## src/rtl/vertex_rotate_isometric_project_core_assert.svh

```systemverilog
// Assertion macros for the vertex rotate and isometric projection core.
`ifndef VERTEX_ROTATE_ISOMETRIC_PROJECT_CORE_ASSERT_SVH
`define VERTEX_ROTATE_ISOMETRIC_PROJECT_CORE_ASSERT_SVH

// Same-cycle implication, disabled while reset is asserted
`define VRIP_ASSERT_IMPL(label, ck, rn, ante, cons, msg) \
	label: assert property (@(posedge ck) disable iff (!(rn)) (ante) |-> (cons)) \
		else $error(msg);

// Next-cycle implication, disabled while reset is asserted
`define VRIP_ASSERT_NEXT(label, ck, rn, ante, cons, msg) \
	label: assert property (@(posedge ck) disable iff (!(rn)) (ante) |=> (cons)) \
		else $error(msg);

`endif

```

## src/rtl/vrip_pkg.sv

```systemverilog
// Package: widths, types, control structs and trig table builder for the vertex transform.
`default_nettype none

package vrip_pkg;

	// Field widths and fixed-point formats
	localparam int COORD_BITS     = 16;
	localparam int TRIG_FRAC_BITS = 14;
	localparam int ANGLE_STEPS    = 360;
	localparam int ANGLE_W        = 9;
	localparam int CFG_IDX_W      = 2;
	localparam int OUT_W          = 16;

	// Guard bits kept below the integer point of the coordinates
	localparam int KEEP_RAW  = 61 - COORD_BITS - TRIG_FRAC_BITS;
	localparam int KEEP_LIM  = (KEEP_RAW < 0) ? 0 : KEEP_RAW;
	localparam int KEEP_T    = (KEEP_LIM > TRIG_FRAC_BITS) ? TRIG_FRAC_BITS : KEEP_LIM;
	localparam int KEEP_BITS = (KEEP_T > 14) ? 14 : KEEP_T;

	localparam int TRIG_W = TRIG_FRAC_BITS + 2;
	localparam int VAL_W  = COORD_BITS + KEEP_BITS + 2;
	localparam int PROD_W = VAL_W + TRIG_W;
	localparam int SUM_W  = PROD_W + 1;

	typedef logic signed [COORD_BITS-1:0] coord_t;
	typedef logic signed [VAL_W-1:0]      val_t;
	typedef logic signed [TRIG_W-1:0]     trig_val_t;
	typedef logic signed [PROD_W-1:0]     prod_t;
	typedef logic signed [SUM_W-1:0]      sum_t;
	typedef logic signed [OUT_W-1:0]      out_t;
	typedef logic [ANGLE_W-1:0]           angle_t;
	typedef logic [CFG_IDX_W-1:0]         cfg_idx_t;
	typedef logic [ANGLE_STEPS-1:0][TRIG_W-1:0] trig_tab_t;

	// Sine and cosine of the three angles, held by the config block
	typedef struct packed {
		trig_val_t cos_x;
		trig_val_t sin_x;
		trig_val_t cos_y;
		trig_val_t sin_y;
		trig_val_t cos_z;
		trig_val_t sin_z;
	} trig_cfg_t;

	// Stage load enables for one rotation unit
	typedef struct packed {
		logic ld_s1;
		logic ld_s2;
	} rot_ctl_t;

	// Stage load enables for the projection unit
	typedef struct packed {
		logic ld_s1;
		logic ld_s2;
		logic ld_s3;
	} proj_ctl_t;

	// Angle series constants, in units of 1e-9 rad
	localparam longint NANO         = 64'sd1000000000;
	localparam longint STEP_NANO    = 64'sd17450000;
	localparam longint PI_NANO      = 64'sd3141592654;
	localparam longint HALF_PI_NANO = 64'sd1570796327;
	localparam longint TWO_PI_NANO  = 64'sd6283185307;

	// Series divisors per term: (2k)(2k+1) for sine, (2k-1)(2k) for cosine
	localparam longint SIN_DIV [1:12] = '{64'sd6, 64'sd20, 64'sd42, 64'sd72, 64'sd110,
		64'sd156, 64'sd210, 64'sd272, 64'sd342, 64'sd420, 64'sd506, 64'sd600};
	localparam longint COS_DIV [1:12] = '{64'sd2, 64'sd12, 64'sd30, 64'sd56, 64'sd90,
		64'sd132, 64'sd182, 64'sd240, 64'sd306, 64'sd380, 64'sd462, 64'sd552};

	// Nano units to Q TRIG_FRAC_BITS, rounding half away from zero
	function automatic longint trig_to_q(input longint nano_val);
		longint m;
		longint r;
		m = (nano_val < 0) ? -nano_val : nano_val;
		r = ((m <<< TRIG_FRAC_BITS) + NANO / 2) / NANO;
		return (nano_val < 0) ? -r : r;
	endfunction

	// Builds the sine or cosine table by a truncated Taylor series, at elaboration
	function automatic trig_tab_t build_trig_tab(input logic want_sin);
		trig_tab_t tab;
		longint    t;
		longint    t2;
		longint    st;
		longint    ss;
		longint    ct;
		longint    cs;
		longint    q;
		logic      neg;
		int        i;
		int        k;
		tab = '0;
		for (i = 0; i < ANGLE_STEPS; i++) begin
			t   = longint'(i) * STEP_NANO;
			neg = 1'b0;
			if (t > PI_NANO) t = t - TWO_PI_NANO;
			if (t > HALF_PI_NANO) begin
				t   = PI_NANO - t;
				neg = 1'b1;
			end else if (t < -HALF_PI_NANO) begin
				t   = -PI_NANO - t;
				neg = 1'b1;
			end
			t2 = t * t / NANO;
			st = t;
			ss = t;
			ct = NANO;
			cs = NANO;
			for (k = 1; k <= 12; k++) begin
				st = st * t2 / NANO;
				st = -(st / SIN_DIV[k]);
				ss = ss + st;
				ct = ct * t2 / NANO;
				ct = -(ct / COS_DIV[k]);
				cs = cs + ct;
			end
			if (want_sin) q = trig_to_q(ss);
			else q = trig_to_q(neg ? -cs : cs);
			tab[i] = TRIG_W'(q);
		end
		return tab;
	endfunction

endpackage

`default_nettype wire

```

## src/rtl/vrip_project.sv

```systemverilog
// Isometric projection and painter depth over three stages, saturated to 16 bits.
`default_nettype none

module vrip_project import vrip_pkg::*; (
	input  wire logic      clk,
	input  wire proj_ctl_t ctl,
	input  wire val_t      x,
	input  wire val_t      y,
	input  wire val_t      z,
	output out_t           proj_u,
	output out_t           proj_v,
	output out_t           depth
);

	localparam int LIM_EXP = 18 + KEEP_BITS;
	localparam int NUM_W   = (VAL_W + 2 > LIM_EXP + 2) ? VAL_W + 2 : LIM_EXP + 2;
	localparam int K_W     = 31;
	localparam int PP_W    = NUM_W + K_W;
	localparam int PSHIFT  = 30 + KEEP_BITS;
	localparam int PSH_W   = PP_W - PSHIFT;
	localparam int DSUM_W  = VAL_W + 3;
	localparam int DSH_W   = DSUM_W - KEEP_BITS;
	localparam int SAT_W   = (PSH_W > DSH_W) ? PSH_W : DSH_W;

	typedef logic signed [NUM_W-1:0]  num_t;
	typedef logic signed [K_W-1:0]    k_t;
	typedef logic signed [PP_W-1:0]   pp_t;
	typedef logic signed [DSUM_W-1:0] dsum_t;
	typedef logic signed [SAT_W-1:0]  sat_t;

	// 1/sqrt2 and 1/sqrt6 in Q30
	localparam k_t INV_SQ2 = k_t'(759250125);
	localparam k_t INV_SQ6 = k_t'(438353264);

	localparam num_t  NUM_LIM  = num_t'(1) <<< LIM_EXP;
	localparam num_t  NUM_NLIM = -NUM_LIM;
	localparam pp_t   PBIAS    = (pp_t'(1) <<< PSHIFT) - pp_t'(1);
	localparam dsum_t DBIAS    = (dsum_t'(1) <<< KEEP_BITS) - dsum_t'(1);
	localparam sat_t  SAT_MAX  = sat_t'(32767);
	localparam sat_t  SAT_MIN  = sat_t'(-32768);

	function automatic num_t clamp_num(input num_t v);
		if (v > NUM_LIM) return NUM_LIM;
		if (v < NUM_NLIM) return NUM_NLIM;
		return v;
	endfunction

	function automatic out_t sat_out(input sat_t v);
		if (v > SAT_MAX) return out_t'(SAT_MAX);
		if (v < SAT_MIN) return out_t'(SAT_MIN);
		return out_t'(v);
	endfunction

	// Truncating shift of a scaled product, toward zero
	function automatic out_t scale_out(input pp_t v);
		pp_t biased;
		biased = v + (v[PP_W-1] ? PBIAS : pp_t'(0));
		return sat_out(sat_t'(biased >>> PSHIFT));
	endfunction

	num_t  u_num, v_num;
	dsum_t dsum, dbiased;

	num_t  u_num_s1, v_num_s1;
	out_t  depth_s1;
	pp_t   u_prod_s2, v_prod_s2;
	out_t  depth_s2;
	out_t  u_s3, v_s3, depth_s3;

	// Numerators and depth from the rotated vertex
	always_comb begin
		u_num   = num_t'(x) - num_t'(z);
		v_num   = num_t'(x) + (num_t'(y) <<< 1) + num_t'(z);
		dsum    = (dsum_t'(x) - dsum_t'(y) + dsum_t'(z)) <<< 1;
		dbiased = dsum + (dsum[DSUM_W-1] ? DBIAS : dsum_t'(0));
	end

	// Stage 1: clamped numerators, finished depth
	always_ff @(posedge clk) begin
		if (ctl.ld_s1) begin
			u_num_s1 <= clamp_num(u_num);
			v_num_s1 <= clamp_num(v_num);
			depth_s1 <= sat_out(sat_t'(dbiased >>> KEEP_BITS));
		end
	end

	// Stage 2: scale by the projection constants
	always_ff @(posedge clk) begin
		if (ctl.ld_s2) begin
			u_prod_s2 <= pp_t'(u_num_s1) * pp_t'(INV_SQ2);
			v_prod_s2 <= pp_t'(v_num_s1) * pp_t'(INV_SQ6);
			depth_s2  <= depth_s1;
		end
	end

	// Stage 3: truncate, saturate; this is the output register
	always_ff @(posedge clk) begin
		if (ctl.ld_s3) begin
			u_s3     <= scale_out(u_prod_s2);
			v_s3     <= scale_out(v_prod_s2);
			depth_s3 <= depth_s2;
		end
	end

	assign proj_u = u_s3;
	assign proj_v = v_s3;
	assign depth  = depth_s3;

endmodule

`default_nettype wire

```

## config.mk

```make
export PLATFORM = sky130hd
export DESIGN_NAME = vrip_project
export DESIGN_NICKNAME = d
export VERILOG_FILES = /design/src/rtl/vertex_rotate_isometric_project_core_assert.svh /design/src/rtl/vrip_pkg.sv /design/src/rtl/vrip_project.sv
export SDC_FILE = /design/constraint.sdc
export NUM_CORES = 2
export LEC_CHECK = 0
export BUFFER_PORTS_ARGS = -buffer_cell sky130_fd_sc_hd__buf_2
export CAP_MARGIN = 20
export CORE_MARGIN = 1.5
export CORE_UTILIZATION = 70
export DETAILED_ROUTE_END_ITERATION = 7
export GPL_ROUTABILITY_DRIVEN = 0
export HOLD_SLACK_MARGIN = 0.08
export PLACE_DENSITY = 0.88
export SLEW_MARGIN = 20
export SYNTH_ARGS = -nofsm -noshare
export SYNTH_HDL_FRONTEND = slang
export SYNTH_SLANG_ARGS = --single-unit
```

## constraint.sdc

```tcl
create_clock -name clk -period 15.7 [get_ports clk]
set_clock_uncertainty 0.2 [all_clocks]
set_input_delay 1.57 -clock clk [delete_from_list [all_inputs] [get_ports clk]]
set_output_delay 1.57 -clock clk [all_outputs]
set_load 0.01 [all_outputs]
```

==> results.tsv <==
metric	value	unit
total of max-cap violations	0	
clock tree buffer depth	3	
Max Clock Freq	111.0	MHz
WL per Instance	21.58	um
startpoint class of the critical path	flop	
post-detail-place hpwl	112500	um
root buffer cell	clkbuf_16	
share of cells above drive strength 1	4.693	%
antenna violations before repair	12	
RSZ-0062 raised after global routing	false	
crit path DAT	9140	ps
cell taking the most area after synthesis	fa_1	
FF+latch count, synth	272	
slew margin rel.	19.37	%
placed instance area	54360	um2
most common cell after layout, fill and taps aside	inv_1	
count of flip-flops with a built-in enable after synthesis	272	
CP Class	reg -> reg	
Netlist cell types	91	
largest family of logic cells by synthesized area	adder cells	
Compound-Gate Fraction of Synth Area	10.69	%
Synth Flop Type	edfxtp_1	
PortBufs	147	
H-tree depth	2	
clk sinks	272	
vias	39060	
Hold Buf Count CTS	0	
CTS Buf Count	34	
setup violators final	0	
Final Cell Area	55440	um2
clk_lat worst skew	590	ps
synthesis-to-layout area growth	5.505	%
Synth Warn #	0	
Register-to-Register Path Depth	25	
critical path fanouts, max	13	
Mapped Area	52550	um2
Worst-path clk slew	70	ps
Row Count	100	
Final period util	57.37	%
Setup TNS	0	ps
Setup Fix Bufs, Post-CTS	0	
Hold/Removal Path Class	reg -> reg	
Die W	277.0	um
vias in the first global route	41300	
Hold Startpoint	depth_s1[7]	
Iter 0 DRT Violations	4026	
Final nets	7103	
Resized cells post-CTS	0	
FF-to-FF setup slack	6690	ps
Reg-to-Reg Start	u_num_s1[8]	
crit end category	flop	
largest net degree at the start of global routing	84	
final worst path period need	9007	ps
RR Endpoint	u_prod_s2[58]	
total grt overflow	0	
Slew Viols, Final	0	
Starting Density	70.71	%
CTS tree	yes	
Hold Crit Endpoint	depth_s2[7]	
gr usage total	36.63	%
CP required	15840	ps
outcome	complete, no violations	
Syn Inst Count	5181	
final core occ	74.60	%
Post-Synth Adder-Cell Area	52.38	%
global-route wire length before repair	219200	um
most frequent cells in the layout	inv_1, fa_1, ha_1, edfxtp_1, a21oi_1	
actual slew at the worst max-slew pin	1202	ps
register area share after synthesis	15.54	%
Synth Area in Simple Gates	6.240	%
I/O pins	148	
die area	76720	um2
share of the synthesized area in the top cell type	33.03	%
Detailed Routing Iterations Pass 1	6	
DR vias/cell	6.180	
core area	74320	um2
DR DRC count	0	
Routed WL	136400	um
mux cell area share after synthesis	0.2405	%
Post-Synth XOR/XNOR Area	4.712	%
syn_area_per_cell	10.14	um2
hold path depth	0	
fraction of registers with async set/reset	0	%
hold slack	222.6	ps
Final ANT Viol Nets	0	
Die Y	277.0	um
Hold Fails Final Rpt	0	
top post-synthesis cells by area	fa_1, ha_1, edfxtp_1	
## cells by family (layout without fill, tap and decap cells)
group,count (synthesis),in the layout
mux,12,12
xor+xnor,281,281
compound gates,862,862
flops,272,272
simple gates,657,657
buf+inv,1416,1580
fa+ha+maj,1680,1680
other cells,1,7
## routing by layer
metal,up-vias,share of wire (%),global-route usage (%)
li1,17070,-,-
met4,12,4.0,13.17
met5,-,0.059,0
met2,2317,45,57.00
met3,450,13,10.92
met1,19210,38,49.01
## sequential cells by signal, indices dropped and copies added (netlist names)
signal     flops
u_num_s1      33
v_num_s1      34
proj_u        16
proj_v        16
depth_s2      16
depth_s1      16
depth         16
u_prod_s2     65
v_prod_s2     60
## cells in the mapped netlist (all sizes together) (12+ instances only)
| library cell | number |
|---|---|
| o21bai | 22 |
| nand2 | 159 |
| ha | 812 |
| edfxtp | 272 |
| inv | 1361 |
| nor3 | 37 |
| nor2b | 47 |
| and2 | 16 |
| a31oi | 38 |
| a21oi | 237 |
| clkbuf | 42 |
| xor2 | 95 |
| o21ai | 176 |
| nand2b | 26 |
| buf | 12 |
| nand3 | 59 |
| o211ai | 17 |
| a21o | 163 |
| fa | 867 |
| xnor2 | 186 |
| and3 | 32 |
| o21a | 41 |
| a211oi | 34 |
| nand4 | 45 |
| nor2 | 166 |
| a31o | 13 |
| and4 | 13 |
| nor4 | 12 |
## worst max-delay path: stages, from the launching register on
cell       delay (ps)
edfxtp_1          800
ha_1              360
inv_1              80
fa_1              480
fa_1              580
inv_1              60
fa_1              470
inv_1              60
fa_1              430
fa_1              560
inv_1              90
fa_1              520
fa_1              470
ha_1              390
o21a_1            200
o21a_1            150
o21ai_0           240
a21oi_1            70
or2_2             280
a41oi_1           270
a21oi_1           170
o21ai_0           530
o21ai_0           290
a221o_1           430
mux2i_1           140
a2111oi_0         440
## worst max path at each step
| stage | from | endpoint | slack, ps | cells after the start |
|---|---|---|---|---|
| finish | u_num_s1[8] | u_prod_s2[58] | 6690 | 25 |
| global route | u_num_s1[8] | u_prod_s2[58] | 6470 | 25 |
| CTS | u_num_s1[8] | u_prod_s2[58] | 6940 | 25 |
| detailed placement | u_num_s1[9] | u_prod_s2[58] | 6960 | 27 |
| global placement | u_num_s1[10] | u_prod_s2[62] | 7400 | 23 |
| floorplan | u_num_s1[32] | u_prod_s2[62] | 6300 | 26 |
## final cells by class
cell class,count,area [um2]
inverter,1362,5112
multi-input combinational,3496,39040
fill,4730,18880
antenna,3,7.507
tap,969,1212
clock inverter,18,172.7
timing repair buffer,158,827.0
clock buffer,42,902.1
sequential,272,8168
## through the flow
| step | std cells | setup WS (ps) |
|---|---|---|
| after floorplan | 5184 | 6303 |
| after global placement | 6257 | 7402 |
| after detailed placement | 6257 | 6964 |
| after CTS | 6317 | 6944 |
| after global routing | 6317 | 6472 |
| final | 6320 | 6693 |
Power is not shown: default switching activity piles up to over one toggle a cycle in this logic, so the estimate is an artifact.
